File: config.mk
export PLATFORM = sky130hd
export DESIGN_NAME = input_event_state_tracker_flat
export DESIGN_NICKNAME = d
export VERILOG_FILES = /design/src/rtl/core/iest_pkg.sv /design/src/rtl/core/iest_if.sv /design/src/rtl/core/iest_abs_scale.sv /design/src/rtl/core/iest_state.sv /design/src/rtl/core/input_event_state_tracker.sv /design/src/flat_wrapper.sv
export SDC_FILE = /design/constraint.sdc
export NUM_CORES = 1
export LEC_CHECK = 0
export BUFFER_PORTS_ARGS = -buffer_cell sky130_fd_sc_hd__buf_4
export CAP_MARGIN = 10
export CORE_MARGIN = 2
export CORE_UTILIZATION = 67
export CTS_CLUSTER_SIZE = 30
export DETAILED_ROUTE_END_ITERATION = 8
export HOLD_SLACK_MARGIN = 0.08
export PLACE_DENSITY = 0.95
export SLEW_MARGIN = 30
export SYNTH_ARGS = -nofsm -noshare
export SYNTH_HDL_FRONTEND = slang
export SYNTH_SLANG_ARGS = --single-unit
export TNS_END_PERCENT = 100
File: constraint.sdc
create_clock -name clk -period 31 [get_ports clk]
set_clock_uncertainty 0.05 [all_clocks]
set_input_delay 3.1 -clock clk [delete_from_list [all_inputs] [get_ports clk]]
set_output_delay 3.1 -clock clk [all_outputs]
set_load 0.02 [all_outputs]
File: src/rtl/core/iest_pkg.sv
`timescale 1ns / 1ps
// ----------------------------------------------------------------------------
// Input event state tracker package
// Shared item types, event codes and register indexes of the tracker.
// ----------------------------------------------------------------------------
package iest_pkg;

	typedef struct packed {
		logic               cmd;
		logic [4:0]         ev_type;
		logic [9:0]         ev_code;
		logic signed [31:0] ev_value;
	} item_t;

	typedef struct packed {
		logic [9:0]         buttons;
		logic [15:0]        pointer_x;
		logic [15:0]        pointer_y;
		logic signed [15:0] stick_x;
		logic signed [15:0] stick_y;
		logic signed [15:0] direction_x;
		logic signed [15:0] direction_y;
		logic [31:0]        frame_number;
	} snap_t;

	typedef struct packed {
		logic       hit;
		logic [3:0] idx;
	} key_hit_t;

	// Commands.
	localparam logic CMD_EVENT = 1'b0;
	localparam logic CMD_FRAME = 1'b1;

	// Event classes.
	localparam logic [4:0] EV_KEY = 5'd1;
	localparam logic [4:0] EV_REL = 5'd2;
	localparam logic [4:0] EV_ABS = 5'd3;

	// Axis codes.
	localparam logic [9:0] REL_X     = 10'd0;
	localparam logic [9:0] REL_Y     = 10'd1;
	localparam logic [9:0] ABS_X     = 10'd0;
	localparam logic [9:0] ABS_Y     = 10'd1;
	localparam logic [9:0] ABS_PAD_X = 10'd3;
	localparam logic [9:0] ABS_PAD_Y = 10'd4;

	// Key codes.
	localparam logic [9:0] KEY_ARROW_L  = 10'd105;
	localparam logic [9:0] KEY_ARROW_R  = 10'd106;
	localparam logic [9:0] KEY_UP       = 10'd103;
	localparam logic [9:0] KEY_ARROW_DN = 10'd108;
	localparam logic [9:0] KEY_BAR      = 10'd57;
	localparam logic [9:0] KEY_RETURN   = 10'd28;
	localparam logic [9:0] KEY_O        = 10'd111;
	localparam logic [9:0] KEY_BKSP     = 10'd14;
	localparam logic [9:0] BTN_MOUSE_L  = 10'd272;
	localparam logic [9:0] BTN_MOUSE_R  = 10'd273;
	localparam logic [9:0] BTN_SOUTH    = 10'd304;
	localparam logic [9:0] BTN_PAD_ST   = 10'd315;
	localparam logic [9:0] BTN_EAST     = 10'd305;
	localparam logic [9:0] BTN_PAD_SEL  = 10'd314;

	// Button bit positions.
	localparam logic [3:0] BIT_LEFT    = 4'd0;
	localparam logic [3:0] BIT_RIGHT   = 4'd1;
	localparam logic [3:0] BIT_UP      = 4'd2;
	localparam logic [3:0] BIT_DOWN    = 4'd3;
	localparam logic [3:0] BIT_BUTTON1 = 4'd4;
	localparam logic [3:0] BIT_BUTTON2 = 4'd5;
	localparam logic [3:0] BIT_MOUSE_L = 4'd6;
	localparam logic [3:0] BIT_MOUSE_R = 4'd7;
	localparam logic [3:0] BIT_PAD_A   = 4'd8;
	localparam logic [3:0] BIT_PAD_B   = 4'd9;

	// Configuration registers.
	localparam int unsigned CFG_IDX_W   = 2;
	localparam logic [1:0]  CFG_WIDTH   = 2'd0;
	localparam logic [1:0]  CFG_HEIGHT  = 2'd1;
	localparam logic [15:0] WIDTH_RST   = 16'd640;
	localparam logic [15:0] HEIGHT_RST  = 16'd480;

	localparam logic signed [17:0] AXIS_FULL = 18'sd32767;
	localparam logic signed [17:0] AXIS_NEG  = -18'sd32767;

	function automatic key_hit_t key_bit(input logic [9:0] code);
		key_hit_t r;
		r.hit = 1'b1;
		r.idx = BIT_LEFT;
		case (code)
			KEY_ARROW_L:  r.idx = BIT_LEFT;
			KEY_ARROW_R:  r.idx = BIT_RIGHT;
			KEY_UP:       r.idx = BIT_UP;
			KEY_ARROW_DN: r.idx = BIT_DOWN;
			KEY_BAR:      r.idx = BIT_BUTTON1;
			KEY_RETURN:   r.idx = BIT_BUTTON1;
			KEY_O:        r.idx = BIT_BUTTON2;
			KEY_BKSP:     r.idx = BIT_BUTTON2;
			BTN_MOUSE_L:  r.idx = BIT_MOUSE_L;
			BTN_MOUSE_R:  r.idx = BIT_MOUSE_R;
			BTN_SOUTH:    r.idx = BIT_PAD_A;
			BTN_PAD_ST:   r.idx = BIT_PAD_A;
			BTN_EAST:     r.idx = BIT_PAD_B;
			BTN_PAD_SEL:  r.idx = BIT_PAD_B;
			default:      r.hit = 1'b0;
		endcase
		return r;
	endfunction

endpackage

File: src/rtl/core/iest_if.sv
`timescale 1ns / 1ps
// ----------------------------------------------------------------------------
// Tracker channel interfaces
// Valid/ready channels for event items and for snapshot items.
// ----------------------------------------------------------------------------
interface iest_in_if;
	logic          valid;
	logic          ready;
	iest_pkg::item_t data;

	modport source (output valid, output data, input ready);
	modport sink (input valid, input data, output ready);
endinterface

interface iest_out_if;
	logic          valid;
	logic          ready;
	iest_pkg::snap_t data;

	modport source (output valid, output data, input ready);
	modport sink (input valid, input data, output ready);
endinterface

File: src/rtl/core/iest_abs_scale.sv
`timescale 1ns / 1ps
// ----------------------------------------------------------------------------
// Absolute position scaler
// Maps a 0..65535 position onto 0..size as value * size / 65535, truncated.
// ----------------------------------------------------------------------------
module iest_abs_scale (
	input  logic [15:0] value,
	input  logic [15:0] size,
	output logic [15:0] scaled
);

	logic [31:0] prod;
	logic [32:0] sum;

	// For a product below 2^32, floor(p / 65535) equals (p + (p >> 16) + 1) >> 16.
	assign prod   = {16'd0, value} * {16'd0, size};
	assign sum    = {1'b0, prod} + {17'd0, prod[31:16]} + 33'd1;
	assign scaled = sum[31:16];

endmodule

File: src/rtl/core/iest_state.sv
`timescale 1ns / 1ps
// ----------------------------------------------------------------------------
// Tracker state
// Holds buttons, pointer, pad axes and frame count; updates them per item.
// ----------------------------------------------------------------------------
module iest_state (
	input  logic            clk,
	input  logic            arst_n,
	input  logic            adv,
	input  iest_pkg::item_t item,
	input  logic [15:0]     size_w,
	input  logic [15:0]     size_h,
	output iest_pkg::snap_t snap
);

	logic [9:0]         buttons_q;
	logic [15:0]        pos_x_q;
	logic [15:0]        pos_y_q;
	logic signed [15:0] axis_x_q;
	logic signed [15:0] axis_y_q;
	logic [31:0]        frame_q;

	logic [9:0]         buttons_d;
	logic [15:0]        pos_x_d;
	logic [15:0]        pos_y_d;
	logic signed [15:0] axis_x_d;
	logic signed [15:0] axis_y_d;

	iest_pkg::key_hit_t key;
	logic               is_y;
	logic [15:0]        pos_sel;
	logic [15:0]        size_sel;
	logic signed [33:0] rel_sum;
	logic [15:0]        rel_pos;
	logic [15:0]        abs_in;
	logic [15:0]        abs_pos;
	logic signed [15:0] pad_val;

	assign key      = iest_pkg::key_bit(item.ev_code);
	assign is_y     = (item.ev_code == iest_pkg::REL_Y);
	assign pos_sel  = is_y ? pos_y_q : pos_x_q;
	assign size_sel = is_y ? size_h : size_w;

	always_comb begin
		rel_sum = $signed({18'd0, pos_sel}) + $signed({{2{item.ev_value[31]}}, item.ev_value});
		if (rel_sum < 0) begin
			rel_pos = 16'd0;
		end else if (rel_sum > $signed({18'd0, size_sel})) begin
			rel_pos = size_sel;
		end else begin
			rel_pos = rel_sum[15:0];
		end
	end

	always_comb begin
		if (item.ev_value < 0) begin
			abs_in = 16'd0;
		end else if (item.ev_value > 32'sd65535) begin
			abs_in = 16'hFFFF;
		end else begin
			abs_in = item.ev_value[15:0];
		end
		if (item.ev_value > 32'sd32767) begin
			pad_val = 16'sd32767;
		end else if (item.ev_value < -32'sd32767) begin
			pad_val = -16'sd32767;
		end else begin
			pad_val = item.ev_value[15:0];
		end
	end

	iest_abs_scale u_abs_scale (
		.value  (abs_in),
		.size   (size_sel),
		.scaled (abs_pos)
	);

	always_comb begin
		buttons_d = buttons_q;
		pos_x_d   = pos_x_q;
		pos_y_d   = pos_y_q;
		axis_x_d  = axis_x_q;
		axis_y_d  = axis_y_q;
		if (item.cmd == iest_pkg::CMD_EVENT) begin
			case (item.ev_type)
				iest_pkg::EV_KEY: begin
					if (key.hit) begin
						buttons_d[key.idx] = (item.ev_value != 32'sd0);
					end
				end
				iest_pkg::EV_REL: begin
					if (item.ev_code == iest_pkg::REL_X) begin
						pos_x_d = rel_pos;
					end else if (item.ev_code == iest_pkg::REL_Y) begin
						pos_y_d = rel_pos;
					end
				end
				iest_pkg::EV_ABS: begin
					case (item.ev_code)
						iest_pkg::ABS_X:     pos_x_d  = abs_pos;
						iest_pkg::ABS_Y:     pos_y_d  = abs_pos;
						iest_pkg::ABS_PAD_X: axis_x_d = pad_val;
						iest_pkg::ABS_PAD_Y: axis_y_d = pad_val;
						default: ;
					endcase
				end
				default: ;
			endcase
		end
	end

	// Key term plus pad axis, each in 1/32767 units, saturated.
	function automatic logic signed [15:0] dir_axis(
		input logic neg,
		input logic pos,
		input logic signed [15:0] axis
	);
		logic signed [17:0] d;
		d = {{2{axis[15]}}, axis};
		if (neg) begin
			d = d + iest_pkg::AXIS_NEG;
		end
		if (pos) begin
			d = d + iest_pkg::AXIS_FULL;
		end
		if (d > iest_pkg::AXIS_FULL) begin
			d = iest_pkg::AXIS_FULL;
		end else if (d < iest_pkg::AXIS_NEG) begin
			d = iest_pkg::AXIS_NEG;
		end
		return d[15:0];
	endfunction

	always_comb begin
		snap.buttons      = buttons_q;
		snap.pointer_x    = pos_x_q;
		snap.pointer_y    = pos_y_q;
		snap.stick_x      = axis_x_q;
		snap.stick_y      = axis_y_q;
		snap.direction_x  = dir_axis(buttons_q[iest_pkg::BIT_LEFT],
			buttons_q[iest_pkg::BIT_RIGHT], axis_x_q);
		snap.direction_y  = dir_axis(buttons_q[iest_pkg::BIT_UP],
			buttons_q[iest_pkg::BIT_DOWN], axis_y_q);
		snap.frame_number = frame_q + 32'd1;
	end

	always_ff @(posedge clk or negedge arst_n) begin
		if (!arst_n) begin
			buttons_q <= '0;
			pos_x_q   <= '0;
			pos_y_q   <= '0;
			axis_x_q  <= '0;
			axis_y_q  <= '0;
			frame_q   <= '0;
		end else if (adv) begin
			buttons_q <= buttons_d;
			pos_x_q   <= pos_x_d;
			pos_y_q   <= pos_y_d;
			axis_x_q  <= axis_x_d;
			axis_y_q  <= axis_y_d;
			if (item.cmd == iest_pkg::CMD_FRAME) begin
				frame_q <= frame_q + 32'd1;
			end
		end
	end

endmodule

File: src/rtl/core/input_event_state_tracker.sv
`timescale 1ns / 1ps
// ----------------------------------------------------------------------------
// Input event state tracker
// Applies input events to held button, pointer and pad state and emits a
// snapshot with the direction vector on each end-of-frame item.
// ----------------------------------------------------------------------------
//   channel | dir | handshake   | payload
//   ev      | in  | valid/ready | cmd, ev_type, ev_code, ev_value
//   snap    | out | valid/ready | buttons, pointer, stick, direction, frame
//   cfg     | in  | cfg_we      | cfg_idx selects width (0) or height (1)
//
// Each item is registered, then applied to the state as it leaves the input
// register; one item per cycle is sustained unless a frame item stalls. A
// single output register takes the snapshot as a frame item is applied and
// holds it while it waits; events keep flowing behind it, and a second frame
// item waits in the input register, holding the input off, until it is taken.
// Reset clears all state and loads the default screen size of 640 by 480.
// ----------------------------------------------------------------------------
module input_event_state_tracker (
	input  logic                          clk,
	input  logic                          arst_n,
	iest_in_if.sink                       ev,
	iest_out_if.source                    snap,
	input  logic                          cfg_we,
	input  logic [iest_pkg::CFG_IDX_W-1:0] cfg_idx,
	input  logic [15:0]                   cfg_wdata
);

	logic [15:0]     width_q;
	logic [15:0]     height_q;
	iest_pkg::item_t item_s1;
	logic            valid_s1;
	iest_pkg::snap_t snap_q;
	logic            snap_valid_q;
	iest_pkg::snap_t snap_next;
	logic            out_free;
	logic            adv;
	logic            is_frame;

	assign is_frame = (item_s1.cmd == iest_pkg::CMD_FRAME);
	assign out_free = !snap_valid_q || snap.ready;
	assign adv      = valid_s1 && (!is_frame || out_free);
	assign ev.ready = !valid_s1 || adv;

	always_ff @(posedge clk or negedge arst_n) begin
		if (!arst_n) begin
			width_q  <= iest_pkg::WIDTH_RST;
			height_q <= iest_pkg::HEIGHT_RST;
		end else if (cfg_we) begin
			case (cfg_idx)
				iest_pkg::CFG_WIDTH:  width_q  <= cfg_wdata;
				iest_pkg::CFG_HEIGHT: height_q <= cfg_wdata;
				default: ;
			endcase
		end
	end

	always_ff @(posedge clk or negedge arst_n) begin
		if (!arst_n) begin
			valid_s1 <= 1'b0;
		end else if (ev.valid && ev.ready) begin
			valid_s1 <= 1'b1;
		end else if (adv) begin
			valid_s1 <= 1'b0;
		end
	end

	always_ff @(posedge clk) begin
		if (ev.valid && ev.ready) begin
			item_s1 <= ev.data;
		end
	end

	iest_state u_state (
		.clk    (clk),
		.arst_n (arst_n),
		.adv    (adv),
		.item   (item_s1),
		.size_w (width_q),
		.size_h (height_q),
		.snap   (snap_next)
	);

	always_ff @(posedge clk or negedge arst_n) begin
		if (!arst_n) begin
			snap_valid_q <= 1'b0;
		end else if (adv && is_frame) begin
			snap_valid_q <= 1'b1;
		end else if (snap.ready) begin
			snap_valid_q <= 1'b0;
		end
	end

	always_ff @(posedge clk) begin
		if (adv && is_frame) begin
			snap_q <= snap_next;
		end
	end

	assign snap.valid = snap_valid_q;
	assign snap.data  = snap_q;

endmodule

File: src/flat_wrapper.sv
// flat-port wrapper written by rule: the top's interface ports become plain ports
module input_event_state_tracker_flat 
  (clk, arst_n, cfg_we, cfg_idx, cfg_wdata, ev_valid, ev_data, ev_ready, snap_valid, snap_data, snap_ready);
  iest_in_if ev_i ();
  iest_out_if snap_i ();
  input  logic clk;
  input  logic arst_n;
  input  logic cfg_we;
  input  logic [iest_pkg::CFG_IDX_W-1:0] cfg_idx;
  input  logic [15:0] cfg_wdata;
  input wire logic [$bits(ev_i.valid)-1:0] ev_valid;
  input wire logic [$bits(ev_i.data)-1:0] ev_data;
  output wire logic [$bits(ev_i.ready)-1:0] ev_ready;
  output wire logic [$bits(snap_i.valid)-1:0] snap_valid;
  output wire logic [$bits(snap_i.data)-1:0] snap_data;
  input wire logic [$bits(snap_i.ready)-1:0] snap_ready;
  assign ev_i.valid = ev_valid;
  assign ev_i.data = ev_data;
  assign ev_ready = ev_i.ready;
  assign snap_valid = snap_i.valid;
  assign snap_data = snap_i.data;
  assign snap_i.ready = snap_ready;
  input_event_state_tracker u_core (.clk(clk), .arst_n(arst_n), .ev(ev_i), .snap(snap_i), .cfg_we(cfg_we), .cfg_idx(cfg_idx), .cfg_wdata(cfg_wdata));
endmodule
==> impl_metrics.json <==
{
  "path_common_cell": "fa_1",
  "num_rows": 71,
  "max_stage_delay_ns": 0.64,
  "slew_viol_final": 0,
  "ys_ff_latch": 326,
  "wl_met1_mm": 26.7,
  "ys_warn_count": 0,
  "syn_to_final_growth_pct": 12.8,
  "io_buffers": 210,
  "hold_violations": 0,
  "grt_pass1_vias": 21000,
  "ys_types": 92,
  "status": "finished, final reports clean",
  "coreArea_um2": 37500,
  "io_pins": 211,
  "wl_met2_mm": 35.5,
  "synth_edf_count": 186,
  "wirelength_mm": 75.9,
  "cts_buffers": 35,
  "wl_met3_mm": 8.48,
  "hold_buffers": 0,
  "start_kind": "flop",
  "start_util": 0.679,
  "post_cts_buffers": 0,
  "grt_antenna_before_repair": 2,
  "firstDrtPassIters": 8,
  "finalNetCount": 3170,
  "fp.dieH_um": 199,
  "arrival_ns": 11.35,
  "clkSinkCount": 326,
  "highest_layer": "met4",
  "grt_max_degree": 80,
  "hold_path_depth": 0,
  "syn_nets": 2986,
  "drv_cap": 0,
  "setup_tns_ns": 0,
  "syn-instance-count": 2564,
  "r2r_cells": 35,
  "cp_top_family": "adder cells",
  "netlist_area_um2": 25400,
  "cts_tree": "done",
  "num_vias": 21100,
  "hpwl_mm": 57.1,
  "async_flop_share": 0.429,
  "crit_fanout": 33,
  "cts_resized": 0,
  "final_layout_size_suffix_gt1_frac": 0.156,
  "crit_path_top_delay_cell": "mux2_2",
  "finalSetupViolCount": 0,
  "worstHoldPathType": "flop to flop",
  "grt_usage": 0.392,
  "die-width_um": 199,
  "critPathKind": "flop to flop",
  "h-tree-depth": 2,
  "routabilityCongestion": 1.05,
  "clock.fmax_mhz": 91.0,
  "viasPerCell": 6.40,
  "worstMarginPinSlew_ns": 1.03,
  "endpoint_kind": "flop",
  "root_buffer": "clkbuf_16",
  "postRouteAntennaNets": 0,
  "clockBufferDepth": 3,
  "insertion_delay_ns": 0.55,
  "slew_headroom": 0.294,
  "synth_ff_type": "edfxtp_1",
  "crit_buf_inv": 6,
  "drt_iter0_drc": 2215,
  "drt-wirelength-per-cell_um": 23.1,
  "holdWs_ns": 0.397,
  "fin_crit_ns": 10.99,
  "grt_first_pass_wirelength_mm": 117,
  "clkSlewWorstSetupHoldPaths_ns": 0.06,
  "finalCritPeriodShare": 0.355,
  "drc": 0,
  "avgSynthCellArea_um2": 9.92,
  "seq_area_frac_synth": 0.358,
  "worst-path-stages": 35,
  "rsz0062_at_grt": "no",
  "dieArea_um2": 39500,
  "required_ns": 31.36,
  "grt-ovfl-total": 0
}
-- through the flow --
stage	setup slack, ns	std cells	util	instance area, um^2
global route	19.78	3286	0.766	28700
finish	20.01	3287	0.766	28700
CTS	20.26	3285	0.765	28700
global placement	20.68	3221	0.734	27500
detailed placement	20.39	3221	0.734	27500
floorplan	21.25	2564	-	25400
-- flip-flops by register name, summed over array words and instances (netlist names), 10 cells and up --
| register | flops |
|---|---|
| u_core.item_s1 | 47 |
| u_core.u_state.pos_x_q | 16 |
| u_core.u_state.axis_x_q | 16 |
| u_core.u_state.buttons_q | 10 |
| u_core.width_q | 16 |
| u_core.u_state.pos_y_q | 16 |
| u_core.u_state.frame_q | 32 |
| u_core.snap.data | 138 |
| u_core.u_state.axis_y_q | 16 |
| u_core.height_q | 16 |
-- final timing paths --
| path | startpoint | to | slack [ns] |
|---|---|---|---|
| max | u_core.item_s1[39] | u_core.u_state.pos_x_q[11] | 20.01 |
| min | u_core.u_state.buttons_q[9] | u_core.snap.data[137] | 0.40 |
| max reg2reg | u_core.item_s1[39] | u_core.u_state.pos_x_q[11] | 20.01 |
| min reg2reg | u_core.u_state.buttons_q[9] | u_core.snap.data[137] | 0.40 |
| max in group asynchronous | arst_n | u_core.u_state.pos_x_q[8] | 27.24 |
| min in group asynchronous | arst_n | u_core.u_state.frame_q[19] | 2.50 |
-- cell usage in the layout (no fill, tap or decap), types with 16 or more instances in the layout --
cell type,instances
xnor2_1,95
clkbuf_16,36
edfxtp_1,186
and2_1,16
fa_1,195
nor2_1,268
inv_1,270
o21ai_0,84
nand2b_1,16
mux2i_1,22
nand2_1,305
o21ai_1,43
xor2_1,64
mux2_2,80
ha_1,156
nor3_1,30
a21oi_1,125
nand4_1,30
and3_1,27
nand3_1,60
dfrtp_1,134
buf_4,232
-- synthesized netlist by cell type (7+ instances only) --
master	n	area [um^2]
xnor2_1	95	832
nand2_1	306	1150
a21o_1	15	113
a31oi_1	15	93.8
ha_1	156	1950
or4_1	9	67.6
fa_1	195	3900
buf_2	13	65.1
clkbuf_1	68	255
nor2b_1	12	75.1
o31ai_1	9	67.6
a22oi_1	13	97.6
nor3b_1	9	67.6
or3_1	13	81.3
o21ai_0	86	430
dfrtp_1	134	3350
mux2_2	80	901
a21oi_1	125	626
and4_1	9	78.8
o211ai_1	11	82.6
and3_1	27	169
nor2_1	270	1010
nand2b_1	16	100
xor2_1	64	561
mux2i_1	22	220
edfxtp_1	186	5590
o21ai_1	41	205
nand4_1	30	188
nor4_1	13	81.3
nand3_1	60	300
and2_1	17	106
nor3_1	31	155
or2_2	7	43.8
o21a_1	12	90.1
inv_1	271	1020
-- area by class of cell --
type	count	area (um^2)
diodes	1	2.50
clock buffers	48	976
clock inverters	16	178
fillers	2381	8790
inverters	277	1040
multi-input cells	1872	15000
flip-flops and latches	326	9100
well taps	511	639
repair buffers	236	1790
-- per-layer routing --
layer | GRT usage | vias to the layer above
met4 | 0.237 | 0
met3 | 0.0812 | 343
met1 | 0.491 | 10100
met2 | 0.630 | 1501
met5 | 0 | -
li1 | - | 9062
-- worst register-to-register path: cells and delay by family (launching register included) --
kind,cells,cell delay (ns)
flops,1,0.45
mux,1,0.67
xor+xnor,1,0.15
compound gates,8,1.96
buf+inv,6,0.69
fa+ha+maj,8,3.92
simple gates,11,2.97
-- cells by family (layout without fill, tap and decap cells) --
kind of cell / Yosys count / in the layout / share of synthesized area
AND/OR/NAND/NOR: 855 / 855 / 0.156
XOR/XNOR: 167 / 167 / 0.0603
AO/OA/AOI/OAI: 397 / 397 / 0.0973
buffers and inverters: 366 / 577 / 0.0549
flip-flops: 326 / 326 / 0.358
other: 0 / 1 / 0
adder cells (fa/ha/maj): 351 / 351 / 0.230
multiplexers: 102 / 102 / 0.0441
Power is not shown: default switching activity piles up to over one toggle a cycle in this logic, so the estimate is an artifact.
